**src/rtl/core/pidbt_pkg.sv**
```systemverilog
// shared types and codes for the process id binding table
package pidbt_pkg;

  localparam int IdW = 22;

  localparam logic [2:0] ACT_BIND    = 3'd0;
  localparam logic [2:0] ACT_UNBIND  = 3'd1;
  localparam logic [2:0] ACT_QHOST   = 3'd2;
  localparam logic [2:0] ACT_QDEV    = 3'd3;
  localparam logic [2:0] ACT_RELEASE = 3'd4;

  localparam logic [2:0] STS_OK       = 3'd0;
  localparam logic [2:0] STS_BADPARAM = 3'd1;
  localparam logic [2:0] STS_BUSY     = 3'd2;
  localparam logic [2:0] STS_NOTFOUND = 3'd3;
  localparam logic [2:0] STS_FULL     = 3'd4;

  typedef struct packed {
    logic [2:0]     act;
    logic           pass2;
    logic [IdW-1:0] host;
    logic [2:0]     slot;
    logic [IdW-1:0] dev;
  } cmd_t;

  typedef struct packed {
    logic           vld;
    logic           hit;
    logic           free_seen;
    logic [2:0]     sts;
    logic [IdW-1:0] f_host;
    logic [2:0]     f_slot;
    logic [IdW-1:0] f_dev;
  } tok_t;

endpackage

```
**src/rtl/core/pidbt_cell.sv**
```systemverilog
// one table entry: host key, slot bits and device ids, passes the walk token on
module pidbt_cell #(
  parameter int SLOTS = 4
) (
  input  logic             clk_i,
  input  logic             rst_ni,
  input  pidbt_pkg::cmd_t  cmd_i,
  input  pidbt_pkg::tok_t  tok_i,
  output pidbt_pkg::tok_t  tok_o
);
  import pidbt_pkg::*;

  localparam int SlotW = (SLOTS > 1) ? $clog2(SLOTS) : 1;

  logic [SLOTS-1:0] held_q, held_d;
  logic [IdW-1:0]   host_q;
  logic [IdW-1:0]   dev_q [SLOTS];
  logic             host_we;
  logic             dev_we;
  logic [SlotW-1:0] slot_idx;
  logic [SLOTS-1:0] match;
  logic             any_match;
  logic [2:0]       first_slot;
  logic             host_hit;
  tok_t             tok_d, tok_q;

  assign slot_idx = cmd_i.slot[SlotW-1:0];
  assign host_hit = (|held_q) && (host_q == cmd_i.host);

  always_comb begin
    for (int s = 0; s < SLOTS; s++) begin
      match[s] = held_q[s] && (dev_q[s] == cmd_i.dev);
    end
  end

  assign any_match = |match;

  // lowest matching slot
  always_comb begin
    first_slot = '0;
    for (int s = SLOTS - 1; s >= 0; s--) begin
      if (match[s]) begin
        first_slot = 3'(s);
      end
    end
  end

  always_comb begin
    tok_d   = tok_i;
    held_d  = held_q;
    host_we = 1'b0;
    dev_we  = 1'b0;
    if (tok_i.vld) begin
      case (cmd_i.act)
        ACT_BIND: begin
          if (!cmd_i.pass2) begin
            if (held_q == '0) begin
              tok_d.free_seen = 1'b1;
            end
            if (host_hit) begin
              tok_d.hit = 1'b1;
              if (held_q[slot_idx]) begin
                tok_d.sts = STS_BUSY;
              end else begin
                tok_d.sts        = STS_OK;
                held_d[slot_idx] = 1'b1;
                dev_we           = 1'b1;
              end
            end
          end else if (!tok_i.hit && (held_q == '0)) begin
            // claim the first free entry
            tok_d.hit        = 1'b1;
            tok_d.sts        = STS_OK;
            held_d[slot_idx] = 1'b1;
            host_we          = 1'b1;
            dev_we           = 1'b1;
          end
        end
        ACT_UNBIND: begin
          if (host_hit) begin
            tok_d.hit = 1'b1;
            if (held_q[slot_idx] && (dev_q[slot_idx] == cmd_i.dev)) begin
              tok_d.sts        = STS_OK;
              held_d[slot_idx] = 1'b0;
            end else begin
              tok_d.sts = STS_BUSY;
            end
          end
        end
        ACT_QHOST: begin
          if (host_hit) begin
            tok_d.hit = 1'b1;
            if (held_q[slot_idx]) begin
              tok_d.sts   = STS_OK;
              tok_d.f_dev = dev_q[slot_idx];
            end else begin
              tok_d.sts = STS_NOTFOUND;
            end
          end
        end
        ACT_QDEV: begin
          if (!tok_i.hit && any_match) begin
            tok_d.hit    = 1'b1;
            tok_d.sts    = STS_OK;
            tok_d.f_host = host_q;
            tok_d.f_slot = first_slot;
          end
        end
        ACT_RELEASE: begin
          held_d = held_q & ~match;
        end
        default: begin
        end
      endcase
    end
  end

  always_ff @(posedge clk_i or negedge rst_ni) begin
    if (!rst_ni) begin
      held_q <= '0;
      tok_q  <= '0;
    end else begin
      held_q <= held_d;
      tok_q  <= tok_d;
    end
  end

  always_ff @(posedge clk_i) begin
    if (host_we) begin
      host_q <= cmd_i.host;
    end
    if (dev_we) begin
      dev_q[slot_idx] <= cmd_i.dev;
    end
  end

  assign tok_o = tok_q;

endmodule

```
**config.mk**
```make
export PLATFORM = sky130hd
export DESIGN_NAME = pidbt_cell
export DESIGN_NICKNAME = d
export VERILOG_FILES = /design/src/rtl/core/pidbt_pkg.sv /design/src/rtl/core/pidbt_cell.sv
export SDC_FILE = /design/constraint.sdc
export NUM_CORES = 1
export LEC_CHECK = 0
export BUFFER_PORTS_ARGS = -buffer_cell sky130_fd_sc_hd__buf_2
export CAP_MARGIN = 20
export CORE_MARGIN = 3
export CORE_UTILIZATION = 40
export DETAILED_ROUTE_END_ITERATION = 10
export HOLD_SLACK_MARGIN = 0.05
export MAX_ROUTING_LAYER = met4
export PLACE_DENSITY = 0.64
export SKIP_CTS_REPAIR_TIMING = 1
export SLEW_MARGIN = 40
export SYNTH_ARGS = -nofsm -noshare
export SYNTH_HDL_FRONTEND = slang
export SYNTH_SLANG_ARGS = --single-unit
```
**constraint.sdc**
```tcl
create_clock -name clk_i -period 3.75 [get_ports clk_i]
set_input_delay 0.75 -clock clk_i [delete_from_list [all_inputs] [get_ports clk_i]]
set_output_delay 0.75 -clock clk_i [all_outputs]
set_load 0.01 [all_outputs]
```
==> summary.txt, run 1 <==
Timing
  – Tmin final: ~3100 ps
  – RSZ-0062 raised after global routing: no
  – Rel. slew slack: a little under half
  – Fmax achieved: 0.318 GHz
  – Final WS setup: 610 ps
  – Setup violations, final: 0
  – Final period utilization: 83.7%
  – Fin. max-slew vios: 0
  – Final hold vios: 0
  – Clock skew: 10.1 ps
  – Worst Tran Pin Value: 801 ps
  – Fin Setup TNS: 0 ps

Place
  – Placer Congestion: 0.953
  – Worst slack, placed: 187 ps
  – Port Buffer Count: about 160
  – Hpwl dp: 17,000 um
  – Cell Count Post-Placement: 1,050

Synth
  – Adder-Cell Fraction of Synth Area: 0%
  – Post-synthesis xor/xnor area fraction: 13.8%
  – Synthesized instance count: 644
  – Mux contribution to synthesized area: 12.3%
  – Sequential share of the synthesized area: 56.1%
  – Synth top area cells: edfxtp_1 (39%), dfrtp_1 (17%), xnor2_1 (7.5%)
  – Area share of the largest cell type after synthesis: 39.2%
  – Post-synth EDFFs: 110
  – Simple-gate share of the synthesized area: 10.8%
  – Unique cell type count in the Yosys netlist: 53
  – Most numerous cell in the Yosys netlist: edfxtp_1
  – Share of the synthesized area in compound gates (AO/OA/AOI/OAI): 4.17%
  – Post-synth ARST share: 34.1%
  – Post-Syn Area: 8430 um^2
  – Syn_nets: between 700 and 800
  – Syn_area_per_cell: 13.1 um^2
  – FF+latch count, synth: 167
  – Synth warn: 0
  – Synth top cells by count: edfxtp_1 (110), xnor2_1 (72), xor2_1 (61)
  – Combinational family with the most area after synthesis: XOR/XNOR gates
  – Main flop type after synthesis: edfxtp_1
  – Area leader, netlist: edfxtp_1

Layout
  – FF+latch area: 4730 um^2
  – Area of the multi-input gates: 3480 um^2
  – Final Non-Filler Cells: 1,082
  – Share of cells above drive strength 1: 31.8%
  – Area Overhead vs Synth: 20.7%
  – Layout filler cell count: 1,839
  – Ant diodes: 0
  – Core Util, Final: 49.6%
  – Final nets: 905

Detailed routing
  – First DRT Iteration DRCs: around 400
  – Remaining antenna violation count: 0
  – Drt wl/cell: 20.9 um
  – WL final: 22,600 um
  – Routed via count: 5,854
  – Number of remaining DRC errors: 0
  – DR vias/cell: 5.41
  – DR pass1 iterations: 5

Clock network
  – Worst skew pair latency: 430 ps
  – CTS Buf Count: 17
  – CTS max path bufs: 2
  – Clk root buf: clkbuf_16
  – Htree depth: 4
  – CTS Sinks: 167
  – Worst-path clk slew: approximately 70 ps
  – CTS tree: done

Status
  – Outcome: finished clean

GRT
  – Total grt overflow: 0
  – Antenna violations before repair: 0
  – GRT Util Overall: 20.6%
  – Largest net degree at the start of global routing: 30
  – Vias in the first global route: around 5.7k
  – First-pass GRT wire length: 33,700 um

Floorplan
  – Chip height: roughly 150 um
  – Initial Util: around two fifths
  – Die area: about 23,000 um^2
  – Width of the die: between 150 and 200 um
  – Core area: 20,500 um^2
  – Row count: 52
  – Io pins: 159

Pwr
  – PD cells: 416 nW/um^2
  – VDD IR max: 0.297 mV
  – Post-route total power: roughly 4.2 mW
  – P_leak: 3.91 nW

Critical path
  – FF-to-FF Start: dev_q[2][9]
  – Worst-case reg-to-reg path depth: 8
  – R2r setup slk: 910 ps
  – Setup crit end kind: flop
  – Max incr delay on CP: 410 ps
  – Max FO, Critical Path: 16
  – R2r endpoint: tok_o[34]
  – Critical path cell sequence: buf_2 -> mux2_2 -> a21o_1 -> o21ai_0 -> nand4b_1 -> nor4_1 -> buf_4 -> a21oi_1 -> a211oi_1 -> buf_4 -> o221ai_1
  – CP required: between 4000 and 5000 ps
  – Worst path most repeated cell: buf_4
  – WP data arrival: ~3400 ps
  – Setup CP Type: in2reg
  – Crit start category: input port
  – Slowest CP cell: nor4_1

Flow run
  – Max_cap viols: 0

Worst hold path
  – Min-Delay Path Class: in2async
-- metrics by stage --
step / instance area [um^2] / hold slack, ps
final: 10200 / 251
after global placement: 9570 / 497
after detailed placement: 9570 / 507
after CTS: 10200 / 399
after global routing: 10200 / 274
after floorplan: 8430 / 454
-- logic make-up (layout without fill, tap and decap cells) --
group / Yosys count / count (layout)
buffers and inverters: 48 / 216
AND/OR/NAND/NOR: 164 / 164
flip-flops: 167 / 167
XOR/XNOR: 133 / 133
multiplexers: 80 / 80
AO/OA/AOI/OAI: 52 / 52
-- where the power goes --
group / leakage (nW) / switching (mW) / internal, mW
clock network: 0.298 / 0.788 / 1.02
logic: 1.96 / 0.241 / 0.175
registers: 1.65 / 0.0112 / 2.00
-- layer usage --
metal	vias to the layer above	share of wire [%]	GRT usage [%]
met3	33	7.1	5.00
li1	2678	-	-
met5	-	0	-
met2	246	48	33.5
met1	2897	42	25.7
met4	0	1.9	6.07
-- placed cells by master, fill, tap and decap left out, types with 6 or more instances in the layout --
master	netlist	final
buf_2	21	156
xor2_1	61	61
nor2_1	30	27
edfxtp_1	110	110
mux2_1	18	18
xnor2_1	72	72
nand2b_1	6	6
mux4_2	14	14
a21oi_1	12	12
clkbuf_16	0	19
mux2_2	28	28
nor3_1	10	9
o21ai_0	12	12
nor4_1	19	19
dfrtp_1	57	57
nand2_1	30	30
nand4_1	25	25
inv_1	8	8
buf_4	2	15
nand3_1	7	7
mux2i_1	20	20
-- worst max-delay path by stage --
stage | from | endpoint | slack [ps] | cells after the start
2_1_floorplan | cmd_i[38] | dev_q[2][0] | 360 | 8
3_3_place_gp | cmd_i[22] | held_q[1] | 150 | 10
3_5_place_dp | cmd_i[22] | held_q[1] | 190 | 10
4_1_cts | cmd_i[22] | held_q[1] | 640 | 10
5_1_grt | cmd_i[22] | held_q[2] | 480 | 10
6_report | cmd_i[23] | held_q[1] | 610 | 11
-- flip-flops by register name (all words and copies together), names as in the netlist --
signal and cells:
dev_q 88, held_q 4, host_q 22, tok_o 53
-- critical path, delay by kind of cell --
kind	cells	cell delay, ps
AO/OA/AOI/OAI	5	940
buffers and inverters	3	680
AND/OR/NAND/NOR	2	660
multiplexers	1	390
-- area by class of cell --
type                    instances  share of cell area, %
flip-flops and latches        167                   46.5
clock buffers                  20                   4.71
clock inverters                12                   1.24
repair buffers                176                   9.76
inverters                       8                  0.295
well taps                     270                   3.32
multi-input cells             429                   34.2
Power figures use the tool's default switching activity.
==> inputs of run 2 (changes only) <==
Settings changed: ABC_AREA set to 1, PLACE_DENSITY 0.64 to 0.63.
Clock period 3.75 ns to 2.7 ns, I/O delays scaled along.
==> run 2 against run 1 <==
  * Sequential power rose by 41%
  * Total power is 46% higher
  * Wire length is 32% higher
  * Global-route usage is 3.5 points higher
  * Sequential share of layout area decreased by 4.8 points
  * Via count rose by 47%
  * Highest routed layer unchanged
==> summary.txt, run 2 <==
Synth
  – Main flop type after synthesis: edfxtp_1
  – Synth top cells by count: nand2_1 (506), inv_1 (140), nor2_1 (125)
  – Post-synth EDFFs: 110
  – Most numerous cell in the Yosys netlist: nand2_1
  – Post-Syn Area: 9370 um^2
  – Synthesized instance count: 1,232
  – Syn_nets: approximately 1.3k
  – FF+latch count, synth: between 150 and 200
  – Synth top area cells: edfxtp_1 (35%), nand2_1 (20%), dfrtp_1 (15%)
  – Area leader, netlist: edfxtp_1
  – Area share of the largest cell type after synthesis: 35.2%
  – Unique cell type count in the Yosys netlist: 38
  – Synth warn: 0
  – Sequential share of the synthesized area: 50.5%
  – Syn_area_per_cell: 7.61 um^2
  – Post-synth ARST share: roughly 34%

Detailed routing
  – Met2 wire len: 13,300 um
  – Met3 Wirelength: 2500 um
  – Drt wl/cell: ~17 um
  – M1 WL: 13,800 um
  – Number of remaining DRC errors: 0
  – DR pass1 iterations: 5
  – DR vias/cell: 4.92
  – DR top layer: met4
  – First DRT Iteration DRCs: 902
  – Routed via count: 8,583
  – WL final: 29,900 um
  – Remaining antenna violation count: 0

Timing
  – Rel. slew slack: 51.5%
  – Final period utilization: 92.2%
  – Worst Tran Pin Value: about 730 ps
  – Setup violations, final: 0
  – Fin. max-slew vios: 0
  – Fin Setup TNS: 0 ps
  – Tmin final: 2490 ps
  – Clock skew: roughly 13 ps
  – Final hold vios: 0
  – RSZ-0062 raised after global routing: no
  – Hold WS: 234 ps
  – Fmax achieved: 0.402 GHz

Layout
  – Share of cells above drive strength 1: 18.3%
  – Largest register FFs: 88
  – Final Non-Filler Cells: 1,743
  – Largest Register: dev_q
  – Core Util, Final: 49.6%
  – Layout filler cell count: roughly 2.3k
  – Final nets: 1,522
  – Highest-count cells in the layout ignoring fill and taps: nand2_1 (506), buf_2 (157), inv_1 (140)
  – Area Overhead vs Synth: 21.0%
  – Commonest non-fill, non-tap cell in the layout: nand2_1

GRT
  – GRT Util Overall: 24.1%
  – Vias in the first global route: 7,774
  – Antenna violations before repair: 1
  – Largest net degree at the start of global routing: 58
  – Total grt overflow: 0
  – First-pass GRT wire length: 45,400 um

Clock network
  – CTS Sinks: about 170
  – CTS Buf Count: 17
  – Clk root buf: clkbuf_16
  – Worst skew pair latency: around 440 ps
  – CTS max path bufs: 2
  – CTS tree: done
  – Htree depth: 4
  – Worst-path clk slew: 70 ps

Critical path
  – Worst-case reg-to-reg path depth: 13
  – CP required: 2850 ps
  – R2r endpoint: dev_q[1][6]
  – WP data arrival: roughly 2600 ps
  – CP startpoint: held_q[0]
  – Setup CP Type: reg2reg
  – Setup crit end kind: flop
  – R2r setup slk: 210 ps
  – FF-to-FF Start: held_q[0]
  – Max FO, Critical Path: 6
  – Crit start category: flop

Pwr
  – Clock power share: 39.9%
  – PD cells: about 540 nW/um^2
  – Seq pwr share: 45.9%
  – Internal power: 4.39 mW
  – Sw frac: 28.8%
  – Combinational cell fraction of total power: 14.2%
  – P_leak: 5.68 nW
  – Switch Pwr: 1.78 mW
  – Post-route total power: 6.17 mW
  – VDD IR max: 0.382 mV

Floorplan
  – Width of the die: 159 um
  – Row count: 55
  – Die area: 25,300 um^2
  – Io pins: 159
  – Chip height: 159 um
  – Initial Util: 41.0%
  – Core area: between 20,000 and 25,000 um^2

Status
  – Outcome: finished clean

Place
  – Hpwl dp: 23,300 um
  – Cell Count Post-Placement: 1,710
  – Port Buffer Count: 157
  – Placer Congestion: 0.954

Flow run
  – Max_cap viols: 0

Worst hold path
  – Min-Delay Path Class: in2async
## run 2: cell count changes after synthesis, sizes merged, moves of 14 or more
cell   change
xor2      -43
xnor2     -50
nor2      +98
nor4      -19
o21ai     +82
nand3     +44
mux4      -14
mux2i     -20
inv      +146
nand2    +479
mux2      -46
## run 2: worst max-delay path by stage
stage	endpoint	depth (start not counted)
after floorplan	dev_q[0][0]	11
after global placement	dev_q[1][2]	12
after detailed placement	dev_q[1][9]	12
after CTS	dev_q[1][17]	13
after global routing	dev_q[1][17]	13
final	dev_q[1][6]	13
## run 2: routing by layer
metal | up-vias | track usage [%]
met4 | 0 | 5.41
li1 | 4262 | -
met2 | 348 | 35.9
met1 | 3946 | 34.4
met5 | - | -
met3 | 27 | 4.27
## run 2: cell families after synthesis
| logic type | after synthesis | synth area share (%) |
|---|---|---|
| DFF | 167 | 50.5 |
| and+or+nand+nor | 736 | 31.8 |
| xor gates and xnor gates | 40 | 3.74 |
| AOI/OAI and AO/OA | 105 | 5.90 |
| buffers and inverters | 184 | 8.08 |
## run 2: cell type report
type	instances	area, um^2	area share, %
clock inverter	14	144	1.27
tap	313	392	3.45
timing repair buffer	195	1130	10.0
clock buffer	18	450	3.97
inverter	154	581	5.12
multi-input combinational	881	3910	34.5
antenna	1	2.50	0.0221
sequential	167	4730	41.7
## run 2: critical path, cell delays in order, from the launching register on
cell and delay (ps):
dfrtp_1 460, nor2_1 120, nand3_2 120, nand2_1 70, inv_1 70, nand3b_1 80
nor2_1 120, nand2_1 130, nor2_4 110, nand2_1 60, nand2_1 80, nand4_1 260
nor2_2 300, buf_4 220
## run 2: power groups by stage
stage          Sequential [mW]  Combinational (mW)  Clock, mW
2_1_floorplan             2.91               0.440          0
3_3_place_gp              2.89               0.864          0
3_5_place_dp              2.89               0.867          0
4_1_cts                   2.83               0.870       2.50
5_1_grt                   2.84               0.971       2.62
6_report                  2.83               0.874       2.47
## run 2: stage by stage
step	area, um^2	worst slack, ps
detailed placement	10700	64.3
global route	11300	59.4
CTS	11300	243
global placement	10700	79.8
finish	11300	210
floorplan	9380	-95.0
==> inputs of run 3 (changes only) <==
--- a/config.mk
+++ b/config.mk
@@ -16,5 +16,5 @@
 export PLACE_DENSITY = 0.63
 export SKIP_CTS_REPAIR_TIMING = 1
-export SLEW_MARGIN = 40
+export SLEW_MARGIN = 20
 export SYNTH_ARGS = -nofsm -noshare
 export SYNTH_HDL_FRONTEND = slang
==> constraint.sdc (replaced) <==
create_clock -name clk_i -period 2.7 [get_ports clk_i]
set_input_delay 0.135 -clock clk_i [delete_from_list [all_inputs] [get_ports clk_i]]
set_output_delay 0.135 -clock clk_i [all_outputs]
set_load 0.01 [all_outputs]
==> run 3 against run 2 <==
  * Wire length grew 5.3%
  * Non-clock buffer count grew 81
  * Clock power grew 3%
  * Die area is the same
  * Critical path depth is the same
  * Clock-buffer cell count is the same
  * Register-to-register slack gained 30 ps
  * Global-route usage grew 0.30 points
  * Total power grew 2.7%
  * Utilization grew 3.6 points
  * Sequential share of layout area shrank 2.8 points
  * Maximum frequency grew 1.2%
  * Largest power group unchanged
==> summary.txt, run 3 (synthesis results as in run 2) <==
Clock network
  – Htree depth: 4
  – Worst-path clk slew: ~70 ps
  – CTS tree: done
  – CTS Buf Count: 17
  – CTS Sinks: 167
  – Clk root buf: clkbuf_16
  – Worst skew pair latency: 440 ps
  – CTS max path bufs: 2

Detailed routing
  – DR pass1 iterations: 5
  – First DRT Iteration DRCs: 864
  – Remaining antenna violation count: 0
  – Routed via count: 8,942
  – Number of remaining DRC errors: 0
  – Drt wl/cell: 17.3 um
  – DR vias/cell: ~5
  – WL final: about 31,000 um

Pwr
  – VDD IR max: around 0.4 mV
  – PD cells: roughly 520 nW/um^2
  – P_leak: 6.00 nW
  – Post-route total power: about 6.3 mW

Layout
  – Highest-count cells in the layout ignoring fill and taps: nand2_1 (506), buf_2 (157), inv_1 (140)
  – Share of cells above drive strength 1: 17.0%
  – Area Overhead vs Synth: 29.7%
  – Largest Register: dev_q
  – Largest register FFs: 88
  – Final nets: 1,603
  – Post-route cell area: about 12,000 um^2
  – Commonest non-fill, non-tap cell in the layout: nand2_1

Timing
  – Tmin final: 2460 ps
  – Setup violations, final: 0
  – Final period utilization: roughly nine tenths
  – Fmax achieved: 0.406 GHz
  – Final hold vios: 0
  – Worst Tran Pin Value: 707 ps
  – Fin Setup TNS: 0 ps
  – Clock skew: around 15 ps
  – Fin. max-slew vios: 0
  – Rel. slew slack: 52.9%
  – RSZ-0062 raised after global routing: no

Floorplan
  – Core area: between 20,000 and 25,000 um^2
  – Chip height: 159 um
  – Io pins: about 160
  – Die area: roughly 25,000 um^2
  – Row count: 55
  – Width of the die: approximately 160 um
  – Initial Util: 41.0%

Critical path
  – CP required: 2840 ps
  – Max incr delay on CP: about 450 ps
  – Setup crit end kind: flop
  – Crit start category: flop
  – Setup CP Type: reg2reg
  – Critical path cell sequence: inv_1 -> nand3_2 -> nand2_1 -> inv_1 -> nand3b_1 -> nor2_1 -> nand2_1 -> nor2_4 -> nand2_1 -> nand2_1 -> nand4_1 -> nor2_2 -> buf_12
  – Max FO, Critical Path: 16
  – Worst path most repeated cell: nand2_1
  – Slowest CP cell: dfrtp_1
  – WP data arrival: 2600 ps

GRT
  – First-pass GRT wire length: 46,400 um
  – Largest net degree at the start of global routing: 49
  – Vias in the first global route: 8,103
  – GRT Util Overall: roughly a quarter
  – Total grt overflow: 0
  – Antenna violations before repair: 1

Place
  – Port Buffer Count: 157
  – Placer Congestion: around 0.97
  – Area after DPL: approximately 11,000 um^2
  – Hpwl dp: 23,100 um

Worst hold path
  – Min-Delay Path Class: in2reg

Flow run
  – Max_cap viols: 0

Status
  – Outcome: finished clean
## run 3: cell types whose count changed in the layout (fill, tap and decap cells not counted)
cell	delta
clkbuf_16	-1
inv_6	-2
clkbuf_1	+1
dlygate4sd3_1	+85
clkinv_8	-2
bufinv_16	+2
clkinv_4	+1
inv_4	+1
clkinv_2	+1
buf_4	-4
inv_8	-1
## run 3: final cells by class
cell class	count	area, um^2
Clock inverter	14	163
Multi-Input combinational cell	881	3910
Timing Repair Buffer	276	1950
Sequential cell	167	4730
Tap cell	313	392
Inverter	154	581
Clock buffer	18	429
Antenna cell	1	2.50
Fill cell	2167	10700
## run 3: final timing paths
check / startpoint / endpoint / slack [ps] / cells after the start
setup reg to reg: held_q[3] / dev_q[2][9] / 240 / 13
min in group asynchronous: rst_ni / tok_o[7] / 280 / 2
hold / removal: cmd_i[6] / dev_q[1][6] / 50 / 1
setup / recovery: held_q[3] / dev_q[2][9] / 240 / 13
max in group asynchronous: rst_ni / tok_o[51] / 1660 / 3
hold reg to reg: held_q[2] / held_q[2] / 540 / 2
## run 3: critical path, delay by kind of cell, from the launching register on
kind | cells | cell delay [ps]
buffers and inverters | 3 | 380
DFF | 1 | 450
and+or+nand+nor | 10 | 1320
## run 3: where the power goes
group | total (mW) | leakage (nW) | internal, mW | switching, mW
combinational | 0.965 | 4.06 | 0.381 | 0.584
sequential | 2.84 | 1.66 | 2.80 | 0.0404
clock | 2.54 | 0.290 | 1.39 | 1.14
## run 3: metrics by stage
stage / util [%] / worst slack (ps) / hold slack (ps) / instances
final: 53.2 / 239 / 48.1 / 1824
after global routing: 53.2 / 39.1 / 50.5 / 1824
after CTS: 49.5 / 238 / -243 / 1738
after detailed placement: 46.9 / 260 / 221 / 1706
after global placement: 46.9 / 282 / 222 / 1706
after floorplan: - / 65.6 / -161 / 1232
## run 3: metal layers
metal	global-route usage, %	share of wire, %	vias to the layer above	wire [um]
li1	-	-	4426	-
met1	34.5	46	4094	14300
met2	35.9	44	383	14000
met3	4.76	8.4	39	2660
met4	6.53	1.6	0	505
met5	-	0	-	0
