===== config.mk =====
export PLATFORM = sky130hd
export DESIGN_NAME = pidbt_ctrl
export DESIGN_NICKNAME = d
export VERILOG_FILES = /design/src/rtl/core/pidbt_pkg.sv /design/src/rtl/core/pidbt_ctrl.sv
export SDC_FILE = /design/constraint.sdc
export NUM_CORES = 1
export LEC_CHECK = 0
export BUFFER_PORTS_ARGS = -buffer_cell sky130_fd_sc_hd__buf_2
export CAP_MARGIN = 0
export CORE_MARGIN = 8
export CORE_UTILIZATION = 46
export CTS_CLUSTER_SIZE = 25
export DETAILED_ROUTE_END_ITERATION = 6
export GPL_ROUTABILITY_DRIVEN = 0
export GPL_TIMING_DRIVEN = 0
export PLACE_DENSITY = 0.76
export SLEW_MARGIN = 20
export SYNTH_ARGS = -nofsm -noshare
export SYNTH_HDL_FRONTEND = slang
export SYNTH_SLANG_ARGS = --single-unit
export TNS_END_PERCENT = 50

===== constraint.sdc =====
create_clock -name clk_i -period 3.8 [get_ports clk_i]
set_clock_uncertainty 0.1 [all_clocks]
set_input_delay 0.76 -clock clk_i [delete_from_list [all_inputs] [get_ports clk_i]]
set_output_delay 0.76 -clock clk_i [all_outputs]
set_load 0.05 [all_outputs]

===== src/rtl/core/pidbt_pkg.sv =====
// shared types and codes for the process id binding table
package pidbt_pkg;

  localparam int IdW = 22;

  localparam logic [2:0] ACT_BIND    = 3'd0;
  localparam logic [2:0] ACT_UNBIND  = 3'd1;
  localparam logic [2:0] ACT_QHOST   = 3'd2;
  localparam logic [2:0] ACT_QDEV    = 3'd3;
  localparam logic [2:0] ACT_RELEASE = 3'd4;

  localparam logic [2:0] STS_OK       = 3'd0;
  localparam logic [2:0] STS_BADPARAM = 3'd1;
  localparam logic [2:0] STS_BUSY     = 3'd2;
  localparam logic [2:0] STS_NOTFOUND = 3'd3;
  localparam logic [2:0] STS_FULL     = 3'd4;

  typedef struct packed {
    logic [2:0]     act;
    logic           pass2;
    logic [IdW-1:0] host;
    logic [2:0]     slot;
    logic [IdW-1:0] dev;
  } cmd_t;

  typedef struct packed {
    logic           vld;
    logic           hit;
    logic           free_seen;
    logic [2:0]     sts;
    logic [IdW-1:0] f_host;
    logic [2:0]     f_slot;
    logic [IdW-1:0] f_dev;
  } tok_t;

endpackage


===== src/rtl/core/pidbt_ctrl.sv =====
// request checks, walk sequencing and output register
module pidbt_ctrl #(
  parameter int SLOTS = 4
) (
  input  logic                     clk_i,
  input  logic                     rst_ni,
  input  logic                     in_valid_i,
  output logic                     in_ready_o,
  input  logic [2:0]               action_i,
  input  logic [pidbt_pkg::IdW-1:0] host_id_i,
  input  logic [2:0]               slot_type_i,
  input  logic signed [pidbt_pkg::IdW:0] device_id_i,
  output logic                     out_valid_o,
  input  logic                     out_ready_i,
  output logic [2:0]               status_o,
  output logic [pidbt_pkg::IdW-1:0] found_host_id_o,
  output logic [2:0]               found_slot_type_o,
  output logic [pidbt_pkg::IdW-1:0] found_device_id_o,
  output pidbt_pkg::cmd_t          cmd_o,
  output pidbt_pkg::tok_t          tok_o,
  input  pidbt_pkg::tok_t          tok_i
);
  import pidbt_pkg::*;

  localparam logic [1:0] ST_IDLE = 2'd0;
  localparam logic [1:0] ST_WALK = 2'd1;
  localparam logic [1:0] ST_FIN  = 2'd2;

  localparam logic [3:0] SlotLimit = 4'(SLOTS);

  logic [1:0]     state_q, state_d;
  logic           inject_q, inject_d;
  logic           out_valid_q, out_valid_d;
  cmd_t           cmd_q, cmd_d;
  logic [2:0]     res_sts_q, res_sts_d;
  logic [IdW-1:0] res_host_q, res_host_d;
  logic [2:0]     res_slot_q, res_slot_d;
  logic [IdW-1:0] res_dev_q, res_dev_d;
  logic [2:0]     sts_q;
  logic [IdW-1:0] f_host_q;
  logic [2:0]     f_slot_q;
  logic [IdW-1:0] f_dev_q;
  logic           accept;
  logic           bad;
  logic           load_out;
  logic [2:0]     miss_sts;

  assign in_ready_o = (state_q == ST_IDLE);
  assign accept     = in_valid_i && in_ready_o;

  assign bad = (action_i > ACT_RELEASE) ||
               ((action_i <= ACT_QHOST) && ({1'b0, slot_type_i} >= SlotLimit)) ||
               ((action_i != ACT_QHOST) && device_id_i[IdW]);

  assign load_out = (state_q == ST_FIN) && (!out_valid_q || out_ready_i);

  always_comb begin
    case (cmd_q.act)
      ACT_BIND:    miss_sts = STS_FULL;
      ACT_RELEASE: miss_sts = STS_OK;
      default:     miss_sts = STS_NOTFOUND;
    endcase
  end

  always_comb begin
    state_d     = state_q;
    inject_d    = 1'b0;
    cmd_d       = cmd_q;
    res_sts_d   = res_sts_q;
    res_host_d  = res_host_q;
    res_slot_d  = res_slot_q;
    res_dev_d   = res_dev_q;
    out_valid_d = out_valid_q && !out_ready_i;
    case (state_q)
      ST_IDLE: begin
        if (accept) begin
          cmd_d.act   = action_i;
          cmd_d.pass2 = 1'b0;
          cmd_d.host  = host_id_i;
          cmd_d.slot  = slot_type_i;
          cmd_d.dev   = device_id_i[IdW-1:0];
          if (bad) begin
            res_sts_d  = STS_BADPARAM;
            res_host_d = '0;
            res_slot_d = '0;
            res_dev_d  = '0;
            state_d    = ST_FIN;
          end else begin
            inject_d = 1'b1;
            state_d  = ST_WALK;
          end
        end
      end
      ST_WALK: begin
        if (tok_i.vld) begin
          if ((cmd_q.act == ACT_BIND) && !cmd_q.pass2 && !tok_i.hit && tok_i.free_seen) begin
            // host absent: second walk claims the lowest free entry
            cmd_d.pass2 = 1'b1;
            inject_d    = 1'b1;
          end else begin
            res_sts_d  = tok_i.hit ? tok_i.sts : miss_sts;
            res_host_d = tok_i.f_host;
            res_slot_d = tok_i.f_slot;
            res_dev_d  = tok_i.f_dev;
            state_d    = ST_FIN;
          end
        end
      end
      ST_FIN: begin
        if (load_out) begin
          out_valid_d = 1'b1;
          state_d     = ST_IDLE;
        end
      end
      default: begin
        state_d = ST_IDLE;
      end
    endcase
  end

  always_ff @(posedge clk_i or negedge rst_ni) begin
    if (!rst_ni) begin
      state_q     <= ST_IDLE;
      inject_q    <= 1'b0;
      out_valid_q <= 1'b0;
    end else begin
      state_q     <= state_d;
      inject_q    <= inject_d;
      out_valid_q <= out_valid_d;
    end
  end

  always_ff @(posedge clk_i) begin
    cmd_q      <= cmd_d;
    res_sts_q  <= res_sts_d;
    res_host_q <= res_host_d;
    res_slot_q <= res_slot_d;
    res_dev_q  <= res_dev_d;
    if (load_out) begin
      sts_q    <= res_sts_q;
      f_host_q <= res_host_q;
      f_slot_q <= res_slot_q;
      f_dev_q  <= res_dev_q;
    end
  end

  always_comb begin
    tok_o     = '0;
    tok_o.vld = inject_q;
  end

  assign cmd_o             = cmd_q;
  assign out_valid_o       = out_valid_q;
  assign status_o          = sts_q;
  assign found_host_id_o   = f_host_q;
  assign found_slot_type_o = f_slot_q;
  assign found_device_id_o = f_dev_q;

endmodule


==> impl_metrics.toml, run 1 <==
[cts]
cts_hold_buf = 0
ctsRootBufferMaster = "sky130_fd_sc_hd__clkbuf_16"
cts_tree = "built"
h-tree-depth = 4
cts_made_buffers = 17
cts_max_path_buffers = 2
clkTransAtPathRegs_ns = 0.06
postCtsResizedCells = 0
clock_net_sink_count = 155
insertion_delay_ns = 0.42
cts.repair_timing.setup_buffer_count = 0

[grt]
grt_first_pass_wirelength_mm = 19.2
first_global_vias = 3469
antenna_found_initial = 0
groute.usage.overall_pct = 16.1
gr-total-overflow = 0
grt_start_max_net_pins = 53

[detailed_routing]
avgViaCountPerCell = 4.41
drc = 0
avgRoutedWirePerCell_um = 17.4
post_route_ant_nets = 0
detailedRoute.firstIterationViolations = 230
detail_route.first_pass.iterations = 4
drt_wl_total_mm = 12.9
vias = 3269

[sta]
finalCriticalPeriod_ns = 2.58
rsz0062_at_grt = "false"
report.final.slew_viol_count = 0
hold_vio_cnt_final = 0
setup_viol_count_final = 0
fin_crit_sh_pct = 68.0
max_clock_freq_mhz = 387
slew-limit-headroom_pct = 55.0
timing_worst_slew_pin_value_ns = 0.674

[logic_synthesis]
synth_top_cell_area_share_pct = 81.3
synth_area_per_cell_um2 = 18.7
most_frequent_cell_after_synthesis = "sky130_fd_sc_hd__edfxtp_1"
synth.largest_area_cell = "sky130_fd_sc_hd__edfxtp_1"
yosysSeqAreaShare_pct = 83.1
post_synth_edffs = 151
synth_seq_cells = 155
asyncSetResetFlopFracSynth_pct = 2.58
postSynth.topFlopCell = "sky130_fd_sc_hd__edfxtp_1"
netlist_area_mm2 = 0.00558
synth.distinct_cells = 27
yosys-top-cells-area = "sky130_fd_sc_hd__edfxtp_1, sky130_fd_sc_hd__buf_4, sky130_fd_sc_hd__and2_1"
ys_warn_count = 0
top_cells_by_count_synth = "sky130_fd_sc_hd__edfxtp_1, sky130_fd_sc_hd__buf_4, sky130_fd_sc_hd__and2_1"
post_synth_inst_count = 298

[cells_and_area]
final_instance_area_mm2 = 0.00765
areaGrowthSynthToFinish_pct = 37.2
nNetsFinal = 689
fin_cells = 742
post_route_cells_drive_above_1_share_pct = 52.0

[floorplanning]
fp.dieW_um = 126
die_area_mm2 = 0.0159
initial_core_util_pct = 46.8
pin_count = 264
placeableCoreArea_mm2 = 0.0119
die_height_um = 126
num_rows = 40

[placed_design]
placedCellCount = 709
dp_hpwl_mm = 10.0
placedInstanceArea_mm2 = 0.00708
io_buffers = 211

[worst_hold_path]
hp-class = "input port to async pin"

[critical_path]
gate_family_responsible_for_the_most_delay_along_the_worst_path = "simple AND/OR/NAND/NOR gates"
path_class = "flop to flop"
worstPathArrival_ns = 2.53
cp_max_fo = 52
cp.buffers_inverters = 0
setup.worst_path.end_class = "flop"
series_of_cell_instances_along_the_critical_path = "nor2_1 > and2_4 > nand3_1 > nand2_4"
worst_setup_path_start_kind = "flop"
worst_path_max_delay_cell = "sky130_fd_sc_hd__and2_4"
worstPathRequired_ns = 3.75
slowest_delay_ns = 0.60

[outcome]
run_status = "finished clean"

[power]
vdd_ir_max_mv = 0.374
power_per_cell_area_mw_per_mm2 = 715
leakage_nw = 3.32

[run]
max-cap-violations = 0
-- cell families (layout without fill, tap and decap cells) --
kind of cell	count (synthesis)	in the layout	share of synthesized area (%)
compound gates	7	7	0.830
flops	155	155	83.1
mux	2	2	0.359
buf+inv	60	305	7.76
simple gates	73	73	7.90
other cells	1	53	0.0672
-- power by group --
part,leakage (nW),internal (mW),switching [mW]
combinational,1.57,0.300,1.17
clock,0.262,0.915,0.692
sequential,1.49,2.31,0.0827
-- sequential cells by signal (all words and copies together), names as in the netlist --
| signal | flops |
|---|---|
| cmd_o | 51 |
| found_device_id_o | 22 |
| found_host_id_o | 22 |
| found_slot_type_o | 3 |
| inject_q | 1 |
| out_valid_o | 1 |
| res_dev_q | 22 |
| res_host_q | 22 |
| res_slot_q | 3 |
| res_sts_q | 3 |
| state_q | 2 |
| status_o | 3 |
-- routing by layer --
metal	up-vias	global-route usage (%)	part of all wire, %	wire length, µm
li1	1540	-	-	-
met1	1538	16.4	37	4730
met3	14	8.86	11	1470
met5	-	0	0	0
met2	177	26.7	50	6460
met4	0	7.15	1.6	209
-- worst paths after layout --
check | startpoint | endpoint | slack [ns] | cells after the start
worst max register to register | state_q[0] | res_host_q[15] | 1.22 | 4
max in group asynchronous | rst_ni | out_valid_o | 3.43 | 1
worst max-delay path | state_q[0] | res_host_q[15] | 1.22 | 4
worst min-delay path | rst_ni | state_q[1] | 0.04 | 1
worst min register to register | res_host_q[21] | found_host_id_o[21] | 0.32 | 0
min in group clk_i | res_host_q[21] | found_host_id_o[21] | 0.32 | 0
-- per-stage QoR --
step / worst slack, ns / total power, mW / setup TNS [ns] / hold slack, ns / util [%]
after global routing: 1.05 / 5.67 / 0 / 0.0244 / 64.2
after floorplan: 0.0985 / 3.51 / 0 / 0.300 / -
final: 1.22 / 5.47 / 0 / 0.0445 / 64.2
after CTS: 1.18 / 5.53 / 0 / 0.0227 / 64.2
after global placement: -0.929 / 3.85 / -46.37 / 0.301 / 58.8
after detailed placement: 0.933 / 3.92 / 0 / 0.305 / 59.4
-- layout make-up --
| cell class | instances | area, µm² |
|---|---|---|
| clock inverters | 14 | 140 |
| well taps | 147 | 184 |
| multi-input cells | 134 | 717 |
| diodes | 1 | 2.50 |
| repair buffers | 213 | 1110 |
| flip-flops and latches | 155 | 4630 |
| clock buffers | 18 | 429 |
| fillers | 895 | 4260 |
| inverters | 2 | 7.51 |
| plain buffers | 58 | 425 |
-- cell usage in the layout (no fill, tap or decap), types with 2 or more instances in the layout --
master / netlist / final
sky130_fd_sc_hd__nor3_1: 2 / 2
sky130_fd_sc_hd__inv_6: 0 / 4
sky130_fd_sc_hd__buf_16: 0 / 2
sky130_fd_sc_hd__o21ai_0: 2 / 2
sky130_fd_sc_hd__clkbuf_2: 4 / 4
sky130_fd_sc_hd__clkinvlp_4: 0 / 5
sky130_fd_sc_hd__and2_1: 47 / 47
sky130_fd_sc_hd__mux2i_1: 2 / 2
sky130_fd_sc_hd__buf_4: 54 / 54
sky130_fd_sc_hd__or2_1: 2 / 2
sky130_fd_sc_hd__buf_2: 0 / 211
sky130_fd_sc_hd__nand2b_1: 4 / 4
sky130_fd_sc_hd__conb_1: 1 / 52
sky130_fd_sc_hd__clkinv_4: 0 / 3
sky130_fd_sc_hd__nor2_1: 6 / 6
sky130_fd_sc_hd__nand3_1: 2 / 2
sky130_fd_sc_hd__edfxtp_1: 151 / 151
sky130_fd_sc_hd__clkbuf_16: 0 / 17
sky130_fd_sc_hd__dfrtp_1: 4 / 4
sky130_fd_sc_hd__nand2_1: 4 / 3
Note: power is estimated with default switching activity, not from simulation.
==> run 2, diff against run 1 <==
- CORE_UTILIZATION: 46 -> 42
- PLACE_DENSITY: 0.76 -> 0.73
- clock period: 3.8 -> 2.2 ns (I/O delays scaled with it)
==> run 2 against run 1 <==
Net effect: combinational power up 74%; critical endpoint is now res_host_q[3]; final area up 0.61%; via count down 0.15%; final cell count up 3.9%; core utilization down 5.4 points; wire length down 0.93%; clock power up 65%.
==> impl_metrics.toml, run 2 (synthesized netlist as in run 1, its figures left out) <==
[placed_design]
pre_cts_slack_ns = -0.433
dp_hpwl_mm = 9.94
io_buffers = 211
placedCellCount = 738
placedInstanceArea_mm2 = 0.00712

[cts]
insertion_delay_ns = 0.41
clkTransAtPathRegs_ns = 0.06
cts_max_path_buffers = 2
h-tree-depth = 4
cts_tree = "built"
ctsRootBufferMaster = "sky130_fd_sc_hd__clkbuf_16"
cts.repair_timing.setup_buffer_count = 0
cts_made_buffers = 17
clock_net_sink_count = 155

[detailed_routing]
vias = 3264
avgRoutedWirePerCell_um = 16.5
avgViaCountPerCell = 4.23
detail_route.first_pass.iterations = 4
drt_wl_total_mm = 12.8
post_route_ant_nets = 0
detailedRoute.firstIterationViolations = 156
drc = 0

[critical_path]
origin_of_the_critical_flop_to_flop_path = "state_q[0]"
worstSetupStartpoint = "state_q[0]"
worstPathArrival_ns = 1.96
critPathCapture = "res_host_q[3]"
worst_setup_path_start_kind = "flop"
reg2reg_to = "res_host_q[3]"
cp_max_fo = 50
reg2regPathDepth = 4
worstPathRequired_ns = 2.17
setup.worst_path.end_class = "flop"
path_class = "flop to flop"
worst-r2r-setup-slack_ns = 0.21

[grt]
groute.usage.overall_pct = 15.0
antenna_found_initial = 1
first_global_vias = 3607
grt_start_max_net_pins = 51
gr-total-overflow = 0
grt_first_pass_wirelength_mm = 19.8

[cells_and_area]
diodes = 0
final_instance_area_mm2 = 0.00770
largest_register_ff_count = 51
post_route_cells_drive_above_1_share_pct = 52.4
final_core_utilization_pct = 58.8
areaGrowthSynthToFinish_pct = 38.0
nNetsFinal = 691
final_cell_mix = "sky130_fd_sc_hd__buf_2, sky130_fd_sc_hd__edfxtp_1, sky130_fd_sc_hd__buf_4"
leading_cell_type_in_the_layout_fill_and_taps_excluded = "sky130_fd_sc_hd__buf_2"
n_fill_cell = 997
fin_cells = 771

[sta]
max_clock_freq_mhz = 503
rsz0062_at_grt = "false"
finalCriticalPeriod_ns = 1.99
slew-limit-headroom_pct = 55.4
setup_tns_ns = 0
fin_hold_ws_ns = 0.0958
fin_crit_sh_pct = 90.3
setup_viol_count_final = 0
report.final.slew_viol_count = 0
timing_worst_slew_pin_value_ns = 0.669
final.setup.worst_slack_ns = 0.212
hold_vio_cnt_final = 0

[floorplanning]
num_rows = 42
die_height_um = 131
fp.dieW_um = 131
placeableCoreArea_mm2 = 0.0131
pin_count = 264
die_area_mm2 = 0.0172
initial_core_util_pct = 42.6

[power]
power_per_cell_area_mw_per_mm2 = 1210
leakage_nw = 3.33
post-layout-total-power_mw = 9.35
vdd_ir_max_mv = 0.420

[run]
max-cap-violations = 0

[worst_hold_path]
hp-class = "input port to flop"

[outcome]
run_status = "finished clean"
## run 2: cell count changes in the layout (fill, tap and decap cells not counted), sizes merged
cell         delta
diode           -1
and2            +1
dlygate4sd3     +1
inv             +1
clkbuf          -1
clkinv          +1
bufinv          -1
clkinvlp        -1
## run 2: how the worst min path moves through the flow
| stage | startpoint | end | slack (ns) | depth (start not counted) |
|---|---|---|---|---|
| final | device_id_i[13] | cmd_o[13] | 0.1 | 1 |
| after global routing | slot_type_i[1] | cmd_o[23] | 0.07 | 1 |
| after CTS | device_id_i[13] | cmd_o[13] | 0.07 | 1 |
| after detailed placement | rst_ni | out_valid_o | 0.15 | 1 |
| after global placement | rst_ni | out_valid_o | 0.15 | 1 |
| after floorplan | rst_ni | inject_q | 0.04 | 0 |
## run 2: cell type report
class	instances	area [µm²]	share of cell area [%]
Tap cell	176	220	2.86
Clock inverter	14	115	1.50
Inverter	2	7.51	0.0975
Multi-Input combinational cell	135	748	9.72
Buffer	58	425	5.53
Sequential cell	155	4630	60.2
Timing Repair Buffer	214	1120	14.6
Clock buffer	17	425	5.53
## run 2: metal layers
layer / vias to the layer above / routed length (µm) / global-route usage (%) / share of wire [%]
met2: 199 / 6200 / 24.6 / 49
met3: 12 / 1870 / 10.8 / 15
met5: - / 13 / 0 / 0.10
li1: 1545 / - / - / -
met1: 1506 / 4540 / 14.7 / 36
met4: 2 / 131 / 4.84 / 1.0
## run 2: repair_timing
item                                    in CTS  in global routing
pin swaps                                    2                  1
endpoints found under the setup margin      50                 50
hold buffers                                 1                  0
endpoints found under the hold margin        4                  0
gates resized for setup                      2                  1
gates cloned                                 1                  0
## run 2: power by group
group          internal (mW)  switching [mW]
Sequential              3.99           0.149
Clock                   1.46            1.19
Combinational          0.529            2.03
Total                   5.98            3.37
## run 2: worst max-delay path: stages, from the launching register on
cell and delay (ns):
sky130_fd_sc_hd__dfrtp_1 0.42, sky130_fd_sc_hd__nor2_2 0.19, sky130_fd_sc_hd__and2_4 0.39, sky130_fd_sc_hd__nand3_4 0.17, sky130_fd_sc_hd__nand2_8 0.31
==> run 3, diff against run 2 <==
- HOLD_SLACK_MARGIN: default -> 0.06
- SLEW_MARGIN: 20 -> default
- clock period: 2.2 -> 1.8 ns (I/O delays scaled with it)
==> run 3 against run 2 <==
Net effect: core utilization is 5.0 points higher; highest routed layer is now met4; die area did not move; sequential share of layout area decreased by 4.6 points; hold slack better by 0.024 ns; non-clock buffer count up 52; count of clock-buffer cells in the layout is 1 higher; clock power is 29% higher.
==> impl_metrics.toml, run 3 (synthesized netlist as in run 1, its figures left out) <==
[outcome]
run_status = "finished clean"

[grt]
groute.usage.overall_pct = 16.7
grt_first_pass_wirelength_mm = 21.7
grt_start_max_net_pins = 51
gr-total-overflow = 0
antenna_found_initial = 4
first_global_vias = 3873

[sta]
rsz0062_at_grt = "true"
hold_vio_cnt_final = 0
timing_worst_slew_pin_value_ns = 0.783
fin_crit_sh_pct = 98.9
slew-limit-headroom_pct = 47.7
finalCriticalPeriod_ns = 1.78
setup_viol_count_final = 0
report.final.slew_viol_count = 0
setup_tns_ns = 0
max_clock_freq_mhz = 562

[detailed_routing]
dr_wl_met2_mm = 8.14
routed.top_layer = "met4"
detailedRoute.firstIterationViolations = 115
met3_length_um = 953
vias = 3538
avgRoutedWirePerCell_um = 18.3
post_route_ant_nets = 0
drt_wl_total_mm = 15.2
met1_length_mm = 5.76
detail_route.first_pass.iterations = 5
drc = 0
avgViaCountPerCell = 4.27

[critical_path]
path_class = "flop to flop"
worst_setup_path_start_kind = "flop"
worstPathArrival_ns = 1.79
series_of_cell_instances_along_the_critical_path = "nor2_4 > and2_4 > nand3_4 > buf_6 > nand2_8"
worstPathRequired_ns = 1.81
slowest_delay_ns = 0.46
setup.worst_path.end_class = "flop"
cp_max_fo = 13
worst_path_max_delay_cell = "sky130_fd_sc_hd__dfrtp_2"

[floorplanning]
num_rows = 42
pin_count = 264
fp.dieW_um = 131
die_area_mm2 = 0.0172
placeableCoreArea_mm2 = 0.0131
die_height_um = 131
initial_core_util_pct = 42.6

[cts]
clock_net_sink_count = 155
insertion_delay_ns = 0.42
cts_max_path_buffers = 2
clkTransAtPathRegs_ns = 0.06
ctsRootBufferMaster = "sky130_fd_sc_hd__clkbuf_16"
cts_made_buffers = 17
h-tree-depth = 4
cts_tree = "built"

[power]
leakage_nw = 3.60
post-layout-total-power_mw = 11.8
power_per_cell_area_mw_per_mm2 = 1420
vdd_ir_max_mv = 0.598

[cells_and_area]
multiInputGateArea_um2 = 865
sequential_cell_area_mm2 = 0.00464
largest_register_ff_count = 51
leading_cell_type_in_the_layout_fill_and_taps_excluded = "sky130_fd_sc_hd__buf_2"
final_cell_mix = "sky130_fd_sc_hd__buf_2, sky130_fd_sc_hd__edfxtp_1, sky130_fd_sc_hd__buf_4"
n_fill_cell = 959
nNetsFinal = 748
post_route_cells_drive_above_1_share_pct = 49.3
areaGrowthSynthToFinish_pct = 49.6

[worst_hold_path]
hp-class = "input port to flop"

[placed_design]
io_buffers = 211
dp_hpwl_mm = 9.72

[run]
max-cap-violations = 0
## run 3: cell count changes in the layout (fill, tap and decap cells not counted), moves of 3 or more
cell,delta
sky130_fd_sc_hd__dlygate4sd3_1,+49
sky130_fd_sc_hd__dfrtp_2,+3
sky130_fd_sc_hd__bufinv_16,+3
sky130_fd_sc_hd__clkinvlp_4,-3
sky130_fd_sc_hd__inv_6,-3
sky130_fd_sc_hd__dfrtp_1,-3
sky130_fd_sc_hd__clkinv_1,+3
sky130_fd_sc_hd__diode_2,+4
sky130_fd_sc_hd__nand2_8,+3
## run 3: through the flow
| stage | setup slack (ns) | cells | hold slack (ns) | instance area [µm²] | util (%) |
|---|---|---|---|---|---|
| global placement | -0.448 | 736 | 0.0691 | 7090 | 54.2 |
| finish | 0.0206 | 829 | 0.119 | 8350 | 63.8 |
| CTS | -0.167 | 817 | 0.101 | 8190 | 62.6 |
| global route | -0.0595 | 829 | 0.111 | 8350 | 63.8 |
| detailed placement | -0.537 | 736 | 0.0701 | 7090 | 54.2 |
| floorplan | -0.339 | 349 | -0.0356 | 5810 | - |
## run 3: final timing paths
check | startpoint | to | slack [ns] | cells past startpoint
worst min register to register | res_host_q[9] | found_host_id_o[9] | 0.31 | 0
max in group asynchronous | rst_ni | state_q[1] | 1.29 | 2
worst min-delay path | tok_i[31] | res_host_q[6] | 0.12 | 2
min in group asynchronous | rst_ni | out_valid_o | 0.18 | 2
worst max-delay path | state_q[1] | res_host_q[16] | 0.02 | 5
worst max register to register | state_q[1] | res_host_q[16] | 0.02 | 5
## run 3: area by class of cell
type                       count  area share [%]
antenna                        4           0.120
clock buffer                  18            5.14
inverter                       2           0.120
sequential                   155            55.6
tap                          176            2.64
timing repair buffer         266            19.4
clock inverter                10            1.53
multi-input combinational    140            10.4
buffer                        58            5.10
## run 3: critical path, delay by kind of cell, from the launching register on
| family | cells | cell delay [ns] |
|---|---|---|
| flops | 1 | 0.46 |
| simple gates | 4 | 0.71 |
| buf+inv | 1 | 0.20 |
## run 3: what timing repair did
action                                 CTS  global route
pin swaps                                1             7
gates resized for setup                  4            15
cloned                                   2             4
setup endpoints to repair              101           100
setup buffers                            0             4
hold buffers                            51             0
endpoints found under the hold margin   54             0
## run 3: where the power goes
part           leakage, nW  switching [mW]  total (mW)  internal (mW)
combinational         1.85            2.61        3.34          0.729
clock                0.270            1.30        3.43           2.13
sequential            1.48           0.190        5.07           4.88
total                 3.60            4.10        11.8           7.74
## run 3: metal layers
layer  up-vias  global-route usage [%]
li1       1665                       -
met1      1691                    17.4
met2       157                    29.5
met3        25                    5.60
met4         0                    8.59
met5         -                       0
